`src/rtl/core/gcd_pair_count_mobius_unit_defines.svh`:
```
// Assertion macros for the gcd pair count unit.
// Used by the divider and the datapath; no other dependencies.
`ifndef GCD_PAIR_COUNT_MOBIUS_UNIT_DEFINES_SVH
`define GCD_PAIR_COUNT_MOBIUS_UNIT_DEFINES_SVH
`ifndef NO_ASSERTIONS
`define GPCM_ASSERT(lbl, prop, msg) \
	lbl: assert property (@(posedge clk) disable iff (!arst_n) prop) else $error(msg);
`define GPCM_ASSERT_NEXT(lbl, ante, cons, msg) \
	lbl: assert property (@(posedge clk) disable iff (!arst_n) ante |=> cons) else $error(msg);
`else
`define GPCM_ASSERT(lbl, prop, msg)
`define GPCM_ASSERT_NEXT(lbl, ante, cons, msg)
`endif
`endif

```
`src/rtl/core/gpcm_pkg.sv`:
```
// Shared types and constants for the gcd pair count unit.
// No dependencies.
`timescale 1ns / 1ps
package gpcm_pkg;
	localparam int VAL_W  = 16;
	localparam int CNT_W  = 32;
	localparam int MERT_W = 12;

	typedef struct packed {
		logic clear_step;
		logic sv_init;
		logic sv_check;
		logic sv_next;
		logic sv_puse;
		logic take_item;
		logic pre1_start;
		logic cap_pre1;
		logic pre2_start;
		logic cap_pre2;
		logic q_init;
		logic q_next;
		logic div1_start;
		logic cap_div1;
		logic div2_start;
		logic cap_div2;
		logic rd_prev;
		logic cap_last;
		logic cap_prev;
		logic mul_step;
		logic acc_step;
		logic out_load;
	} cmd_t;

	typedef struct packed {
		logic clear_last;
		logic j_end;
		logic q_stop;
		logic p_hit;
		logic item_empty;
		logic div_done;
		logic n_zero;
		logic step_last;
		logic q_last;
		logic out_free;
	} sts_t;

	typedef enum logic [20:0] {
		ST_CLEAR   = 21'h000001,
		ST_SV_RD   = 21'h000002,
		ST_SV_CHK  = 21'h000004,
		ST_SV_PRD  = 21'h000008,
		ST_SV_PUSE = 21'h000010,
		ST_IDLE    = 21'h000020,
		ST_PRE1    = 21'h000040,
		ST_PRE1W   = 21'h000080,
		ST_PRE2    = 21'h000100,
		ST_PRE2W   = 21'h000200,
		ST_QINIT   = 21'h000400,
		ST_DIV1    = 21'h000800,
		ST_DIV1W   = 21'h001000,
		ST_DIV2    = 21'h002000,
		ST_DIV2W   = 21'h004000,
		ST_RDA     = 21'h008000,
		ST_RDB     = 21'h010000,
		ST_RDC     = 21'h020000,
		ST_MUL     = 21'h040000,
		ST_ACC     = 21'h080000,
		ST_OUT     = 21'h100000
	} state_t;
endpackage

```
`src/rtl/core/gpcm_ctrl.sv`:
```
// Controller state machine: clearing pass, sieve sequencing, per-item query walk.
// Depends on gpcm_pkg.
`timescale 1ns / 1ps
module gpcm_ctrl
	import gpcm_pkg::*;
(
	input  logic clk,
	input  logic arst_n,
	input  logic s_tvalid,
	output logic s_tready,
	input  sts_t sts,
	output cmd_t cmd
);
	state_t state_q, state_d;

	always_ff @(posedge clk or negedge arst_n) begin
		if (!arst_n) begin
			state_q <= ST_CLEAR;
		end else begin
			state_q <= state_d;
		end
	end

	assign s_tready = state_q == ST_IDLE;

	always_comb begin
		cmd     = '0;
		state_d = state_q;
		unique case (state_q)
			ST_CLEAR: begin
				cmd.clear_step = 1'b1;
				if (sts.clear_last) begin
					cmd.sv_init = 1'b1;
					state_d     = ST_SV_RD;
				end
			end
			ST_SV_RD: begin
				state_d = ST_SV_CHK;
			end
			ST_SV_CHK: begin
				cmd.sv_check = 1'b1;
				state_d      = ST_SV_PRD;
			end
			ST_SV_PRD: begin
				if (!sts.j_end) begin
					state_d = ST_SV_PUSE;
				end else if (sts.clear_last) begin
					state_d = ST_IDLE;
				end else begin
					cmd.sv_next = 1'b1;
					state_d     = ST_SV_RD;
				end
			end
			ST_SV_PUSE: begin
				if (!sts.q_stop) begin
					cmd.sv_puse = 1'b1;
				end
				if (!sts.q_stop && !sts.p_hit) begin
					state_d = ST_SV_PRD;
				end else if (sts.clear_last) begin
					state_d = ST_IDLE;
				end else begin
					cmd.sv_next = 1'b1;
					state_d     = ST_SV_RD;
				end
			end
			ST_IDLE: begin
				if (s_tvalid) begin
					cmd.take_item = 1'b1;
					state_d       = ST_PRE1;
				end
			end
			ST_PRE1: begin
				if (sts.item_empty) begin
					state_d = ST_OUT;
				end else begin
					cmd.pre1_start = 1'b1;
					state_d        = ST_PRE1W;
				end
			end
			ST_PRE1W: begin
				if (sts.div_done) begin
					cmd.cap_pre1 = 1'b1;
					state_d      = ST_PRE2;
				end
			end
			ST_PRE2: begin
				cmd.pre2_start = 1'b1;
				state_d        = ST_PRE2W;
			end
			ST_PRE2W: begin
				if (sts.div_done) begin
					cmd.cap_pre2 = 1'b1;
					state_d      = ST_QINIT;
				end
			end
			ST_QINIT: begin
				cmd.q_init = 1'b1;
				if (!sts.n_zero) begin
					state_d = ST_DIV1;
				end else begin
					cmd.q_next = 1'b1;
					state_d    = sts.q_last ? ST_OUT : ST_QINIT;
				end
			end
			ST_DIV1: begin
				cmd.div1_start = 1'b1;
				state_d        = ST_DIV1W;
			end
			ST_DIV1W: begin
				if (sts.div_done) begin
					cmd.cap_div1 = 1'b1;
					state_d      = ST_DIV2;
				end
			end
			ST_DIV2: begin
				cmd.div2_start = 1'b1;
				state_d        = ST_DIV2W;
			end
			ST_DIV2W: begin
				if (sts.div_done) begin
					cmd.cap_div2 = 1'b1;
					state_d      = ST_RDA;
				end
			end
			ST_RDA: begin
				state_d = ST_RDB;
			end
			ST_RDB: begin
				cmd.rd_prev  = 1'b1;
				cmd.cap_last = 1'b1;
				state_d      = ST_RDC;
			end
			ST_RDC: begin
				cmd.cap_prev = 1'b1;
				state_d      = ST_MUL;
			end
			ST_MUL: begin
				cmd.mul_step = 1'b1;
				state_d      = ST_ACC;
			end
			ST_ACC: begin
				cmd.acc_step = 1'b1;
				if (!sts.step_last) begin
					state_d = ST_DIV1;
				end else begin
					cmd.q_next = 1'b1;
					state_d    = sts.q_last ? ST_OUT : ST_QINIT;
				end
			end
			ST_OUT: begin
				if (sts.out_free) begin
					cmd.out_load = 1'b1;
					state_d      = ST_IDLE;
				end
			end
			default: begin
				state_d = ST_CLEAR;
			end
		endcase
	end
endmodule

```
`config.mk`:
```
export PLATFORM = sky130hd
export DESIGN_NAME = gpcm_ctrl
export DESIGN_NICKNAME = d
export VERILOG_FILES = /design/src/rtl/core/gcd_pair_count_mobius_unit_defines.svh /design/src/rtl/core/gpcm_pkg.sv /design/src/rtl/core/gpcm_ctrl.sv
export SDC_FILE = /design/constraint.sdc
export NUM_CORES = 1
export LEC_CHECK = 0
export BUFFER_PORTS_ARGS = -buffer_cell sky130_fd_sc_hd__buf_4
export CORE_UTILIZATION = 45
export CTS_BUF_LIST = sky130_fd_sc_hd__clkbuf_8 sky130_fd_sc_hd__clkbuf_16
export DETAILED_ROUTE_END_ITERATION = 8
export GPL_ROUTABILITY_DRIVEN = 0
export PLACE_DENSITY = 0.69
export SYNTH_ARGS = -nofsm -noshare
export SYNTH_HDL_FRONTEND = slang
export SYNTH_SLANG_ARGS = --single-unit
```
`constraint.sdc`:
```
create_clock -name clk -period 5.6 [get_ports clk]
set_input_delay 1.12 -clock clk [delete_from_list [all_inputs] [get_ports clk]]
set_output_delay 1.12 -clock clk [all_outputs]
set_load 0.03 [all_outputs]
```
==> impl_results.md, run 1 <==
- DR pass1 iterations: 4
- Final hold vios: 0
- Layout cells sized above 1: 34.03%
- WHS: 0.6151 ns
- Tot GR Track Use: 21.54%
- EDFF count, synth: 0
- Number of hold buffers added after CTS: 0
- Syn nets: 172
- Initial antenna violation count: 0
- Worst-path clk slew: 0.08 ns
- Antenna viol nets, final: 0
- Tcrit/Tclk final: 64.86%
- P_leak: 0.8607 nW
- Clock share of power: 20.7%
- Final setup fails: 0
- # fillers: 290
- CP startpoint kind: flip-flop
- Crit-path max FO: 7
- Layout Skew: 0.003845 ns
- Die H: 60.03 um
- Worst Hold Endpoint: state_q[16]$_DFFE_PN0P_
- Vias: 1356
- Register bit total from synthesis: 21
- Vias per cell: 5.770
- Worst r2r path cells: 6
- Kind of critical path: flip-flop to primary output
- Worst min-delay path category: flip-flop to flip-flop
- Die width: 60.03 um
- CP delay by family, top: simple AND/OR/NAND/NOR gates
- Setup TNS: 0 ns
- Cell taking the most area after synthesis: dfrtp_1
- Seq pwr share: 36.9%
- Min cycle time layout: 3.632 ns
- Switching pwr: 198.6 uW
- NumNets Final: 205
- Wire per inst: 15.49 um
- Clock Tree Root: clkbuf_8
- Flop2flop setup slack: 3.36 ns
- Hold depth: 1
- RSZ-0062 raised after global routing: false
- Most used DFF post-synth: dfrtp_1
- Ports: 36
- Slowest-stage cell, CP: or3_1
- Area Growth Syn to Fin: 20.81%
- Bufs on Longest Clock Path: 2
- Max-slew violations: 0
- Max-cap violation count: 0
- Die area: 3603 um2
- VDD IR max: 0.1285 mV
- Hold Crit Start: state_q[13]$_DFFE_PN0P_
- Largest net degree at the start of global routing: 22
- Post-CTS Setup Bufs: 0
- Sw frac: 39.74%
- GR Overflow Total: 0
- Cts bufs inserted: 3
- Pwr dens: 273.1 nW/um2
- Starting DRT DRC Count: 38
- First-pass GRT wire length: 5747 um
- Routed wire length: 3641 um
- I/O Buffers: 35
- Yosys top cell area share: 33.03%
- DRC viols: 0
- Post-cts resize count: 0
- Worst setup EP type: primary output
- Worst slew margin: 59.04%
- Seq/Total Area, Yosys: 34.76%
- Worst Path Arrival: 2.51 ns
- Area of the core: 3128 um2
- F_max: 275.3 MHz
- Async SR Flop Fraction: 100.0%
- Library cells used by synthesis: 53
- RR Endpoint: state_q[1]$_DFFE_PN0P_
- Clock Sinks: 21
- Area of the mapped netlist: 1515 um2
- Largest regs: state_q: 21 flops
- Initial Util: 48.44%
- Row count: 20
- Cells after Synth: 159
- Ant diodes: 0
- CP bufs+invs: 1
- Synth Area per Inst: 9.530 um2
- DP HPWL: 2874 um
- Largest register by flop count: state_q
- CTS H-tree depth: 1
- Internal power: 301.2 uW
- Least-Margin Pin Slew: 0.6059 ns
- Combinational group share of total power: 42.4%
- Worst r2r src: state_q[12]$_DFFE_PN0P_
- CTS tree: built
- Critical path required time: 4.48 ns
- Clock latency on the worst-skew pair: 0.26 ns
- Status: finished clean
- Slowest stage delay, CP: 0.49 ns
- Largest register FFs: 21
- Warning count from the yosys run: 0
- Synth top cells by count: dfrtp_1, nor2_1, nand2_1
- Critical path cell sequence: nor4_4, nand4_2, or3_1, nor4b_1, buf_4
- Top cells by area, synth: dfrtp_1, nor4_4, nor2_1, nor4b_1, nor3b_1
- Vias in the first global route: 1215
==> per-stage QoR <==
stage,setup WS [ns],cell area [um2],util [%],instances,power (mW)
after floorplan,1.565,1515,-,159,0.3475
after global placement,2.369,1784,57.04,231,0.3929
after detailed placement,2.274,1784,57.04,231,0.3973
after CTS,1.978,1831,58.52,235,0.4987
after global routing,1.763,1831,58.52,235,0.5277
final,1.968,1831,58.52,235,0.4999
==> layout make-up <==
class                   instances  area, um2  share of cell area (%)
multi-input cells             123      909.6                   49.69
clock inverters                 1      5.005                  0.2734
well taps                      44      55.05                   3.008
repair buffers                 35      262.8                   14.35
clock buffers                   3      41.29                   2.256
inverters                       8      30.03                   1.640
flip-flops and latches         21      526.8                   28.78
==> how the worst max path moves through the flow <==
stage / from / to / cells after the start
global route: state_q[12]$_DFFE_PN0P_ / cmd[5] / 5
detailed placement: state_q[5]$_DFFE_PN0P_ / cmd[5] / 5
floorplan: state_q[12]$_DFFE_PN0P_ / cmd[5] / 7
CTS: state_q[5]$_DFFE_PN0P_ / cmd[5] / 5
global placement: state_q[12]$_DFFE_PN0P_ / cmd[5] / 5
finish: state_q[5]$_DFFE_PN0P_ / cmd[5] / 5
==> power by group through the flow <==
stage,Combinational [mW],Clock [mW],Sequential (mW)
global route,0.231,0.111,0.186
CTS,0.212,0.103,0.184
detailed placement,0.211,0,0.187
global placement,0.207,0,0.186
floorplan,0.164,0,0.184
finish,0.212,0.104,0.184
==> cell usage in the layout, fill, tap and decap left out, types with 2 or more instances in the layout <==
master and count:
nor3b_1 6, o21ai_0 5, dfrtp_1 20, nand2b_1 2
and3_1 2, nor4b_1 7, nor4_2 2, clkbuf_8 3
nor4_4 4, nor3_1 6, nand2_1 8, nor2_1 20
nand3_1 5, nand3b_1 3, inv_1 7, nor4_1 3
a21oi_1 3, buf_4 35, a21o_1 4, nor3_2 3
and2_1 5, xor2_1 3, or3_1 3, nor4b_2 3
xnor2_1 2
==> layer usage <==
layer,GRT usage (%),vias up,part of all wire (%),wire [um]
met4,3.987,0,0.30,11
met5,0,-,0,0
li1,-,646,-,-
met2,36.19,41,50,1826
met1,29.80,667,46,1667
met3,2.597,2,3.7,136
==> cells by family (layout without fill, tap and decap cells) <==
group	count (synthesis)	after routing	synth area share, %
buffers and inverters	15	47	5.202
DFF	21	21	34.76
xor gates and xnor gates	5	5	2.891
AOI/OAI and AO/OA	25	25	13.05
and+or+nand+nor	93	93	44.10
(Power assumes the default switching activity.)
==> inputs of run 2 (changes only) <==
Clock period 5.6 ns to 3.7 ns, I/O delays scaled along.
==> run 2 against run 1 <==
Register-to-register slack worse by 1.9 ns. Die area unchanged. Global-route usage rose by 0.38 points. Critical endpoint unchanged. Non-clock buffer count is the same. Critical path type unchanged.
==> impl_results.md, run 2 (synthesis results as in run 1) <==
- Status: finished clean
- Vias: 1338 (-1.3%)
- Max-cap violation count: 0 (unchanged)
- # fillers: 295 (+1.7%)
- CTS H-tree depth: 1 (unchanged)
- Starting DRT DRC Count: 75 (+97%)
- WHS: 0.3565 ns (-0.2585 ns)
- First-pass GRT wire length: 5740 um (-0.12%)
- Clock latency on the worst-skew pair: 0.26 ns (about the same)
- Initial Util: 48.44% (unchanged)
- Clock share of power: 19.8% (-0.9 points)
- Worst setup EP type: primary output
- Switching pwr: 290.0 uW (+46%)
- Tcrit/Tclk final: 88.59%
- Area Growth Syn to Fin: 20.81% (unchanged)
- Largest register FFs: 21 (unchanged)
- Seq pwr share: 37.3% (+0.4 points)
- GR Overflow Total: 0 (unchanged)
- DP HPWL: 2854 um (-0.70%)
- Die H: 60.03 um (unchanged)
- Setup TNS: 0 ns (unchanged)
- Clock Tree Root: clkbuf_8
- Max-slew violations: 0 (unchanged)
- RSZ-0062 raised after global routing: false
- Tot GR Track Use: 21.91% (+0.38 points)
- Worst slew margin: 51.56% (-7.5 points)
- Least-Margin Pin Slew: 0.7165 ns (+0.1106 ns)
- F_max: 305.1 MHz
- P_leak: 0.8607 nW (unchanged)
- VDD IR max: 0.1777 mV (+38%)
- Routed wire length: 3602 um (-1.1%)
- Area of the core: 3128 um2 (unchanged)
- Wire per inst: 15.33 um (-1.1%)
- Crit-path max FO: 8 (+1)
- Final setup fails: 0 (unchanged)
- Critical path endpoint: cmd[5]
- Worst-path clk slew: 0.07 ns (about the same)
- Post-CTS Setup Bufs: 0 (unchanged)
- Flop2flop setup slack: 1.47 ns (-1.89 ns)
- DR pass1 iterations: 4 (unchanged)
- Post-cts resize count: 0 (unchanged)
- Ports: 36 (unchanged)
- Final hold vios: 0 (unchanged)
- Number of hold buffers added after CTS: 0 (unchanged)
- Internal power: 455.9 uW (+51%)
- Clock Sinks: 21 (unchanged)
- Antenna viol nets, final: 0 (unchanged)
- Worst setup startpoint: state_q[12]$_DFFE_PN0P_
- Layout Skew: 0.001413 ns (-0.002431 ns)
- Layout cells sized above 1: 34.03% (unchanged)
- Ant diodes: 0 (unchanged)
- DRC viols: 0 (unchanged)
- Largest regs: state_q: 21 flops
- Cts bufs inserted: 3 (unchanged)
- Combinational group share of total power: 42.9% (+0.5 points)
- Largest net degree at the start of global routing: 22 (unchanged)
- Die width: 60.03 um (unchanged)
- Most common cell after layout, fill and taps aside: buf_4
- I/O Buffers: 35 (unchanged)
- Die area: 3603 um2 (unchanged)
- NumNets Final: 205 (unchanged)
- Worst Path Arrival: 2.54 ns (+0.03 ns)
- Vias in the first global route: 1230 (+1.2%)
- Worst r2r src: state_q[9]$_DFFE_PN0P_
- Kind of critical path: flip-flop to primary output
- Largest register by flop count: state_q
- Worst r2r path cells: 5 (-1)
- CP startpoint kind: flip-flop
- CTS tree: built
- Min cycle time layout: 3.278 ns
- Worst min-delay path category: input pin to async pin
- Sw frac: 38.88% (-0.85 points)
- Initial antenna violation count: 0 (unchanged)
- RR Endpoint: state_q[4]$_DFFE_PN0P_
- Critical path required time: 2.96 ns (-1.52 ns)
- Most frequent cells in the layout: buf_4, nor2_1, dfrtp_1, nand2_1
- Row count: 20 (unchanged)
- Pwr dens: 407.5 nW/um2 (+49%)
- Vias per cell: 5.694 (-1.3%)
- Bufs on Longest Clock Path: 2 (unchanged)
==> run 2: cell counts in the layout (fill, tap and decap cells not counted) <==
No cell type changed its count.
==> run 2: metrics by stage <==
step	cell area (um2)	power (mW)	util [%]	setup slack (ns)	std cells
finish	1831	0.7459	58.52	0.4221	235
global route	1831	0.7915	58.52	0.2412	235
CTS	1831	0.7501	58.52	0.3828	235
detailed placement	1784	0.6015	57.04	0.6832	231
global placement	1784	0.5943	57.04	0.8517	231
floorplan	1515	0.5260	-	0.04536	159
==> run 2: area by class of cell <==
class / count / area [um2] / area share (%)
timing repair buffer: 35 / 262.8 / 14.35
sequential: 21 / 526.8 / 28.78
clock inverter: 1 / 5.005 / 0.2734
multi-input combinational: 123 / 909.6 / 49.69
tap: 44 / 55.05 / 3.008
clock buffer: 3 / 41.29 / 2.256
inverter: 8 / 30.03 / 1.640
==> run 2: power by group through the flow <==
stage / clock network, mW / registers [mW] / logic (mW)
after CTS: 0.152 / 0.278 / 0.321
after floorplan: 0 / 0.278 / 0.248
after detailed placement: 0 / 0.282 / 0.319
final: 0.148 / 0.278 / 0.320
after global placement: 0 / 0.281 / 0.313
after global routing: 0.161 / 0.281 / 0.350
==> run 2: how the worst min path moves through the flow <==
stage / endpoint / slack, ns / startpoint / depth (start not counted)
floorplan: state_q[10]$_DFFE_PN0P_ / 0.44 / arst_n / 0
global placement: state_q[16]$_DFFE_PN0P_ / 0.56 / state_q[13]$_DFFE_PN0P_ / 1
detailed placement: state_q[16]$_DFFE_PN0P_ / 0.57 / state_q[13]$_DFFE_PN0P_ / 1
CTS: state_q[3]$_DFFE_PN0P_ / 0.36 / arst_n / 1
global route: state_q[3]$_DFFE_PN0P_ / 0.36 / arst_n / 1
finish: state_q[3]$_DFFE_PN0P_ / 0.36 / arst_n / 1
==> run 2: layer usage <==
layer / GRT usage, % / share of wire (%) / wire [um] / vias up
li1: - / - / - / 653
met1: 28.96 / 44 / 1599 / 650
met2: 37.14 / 51 / 1828 / 29
met3: 3.463 / 3.5 / 126 / 6
met4: 5.648 / 1.3 / 48 / 0
met5: 0 / 0 / 0 / -
==> run 2: worst max-delay path, stage by stage, from the launching register on <==
cell	delay [ns]
dfrtp_1	0.49
nor4_4	0.45
nand4_2	0.17
or3_1	0.49
nor4b_1	0.43
buf_4	0.24
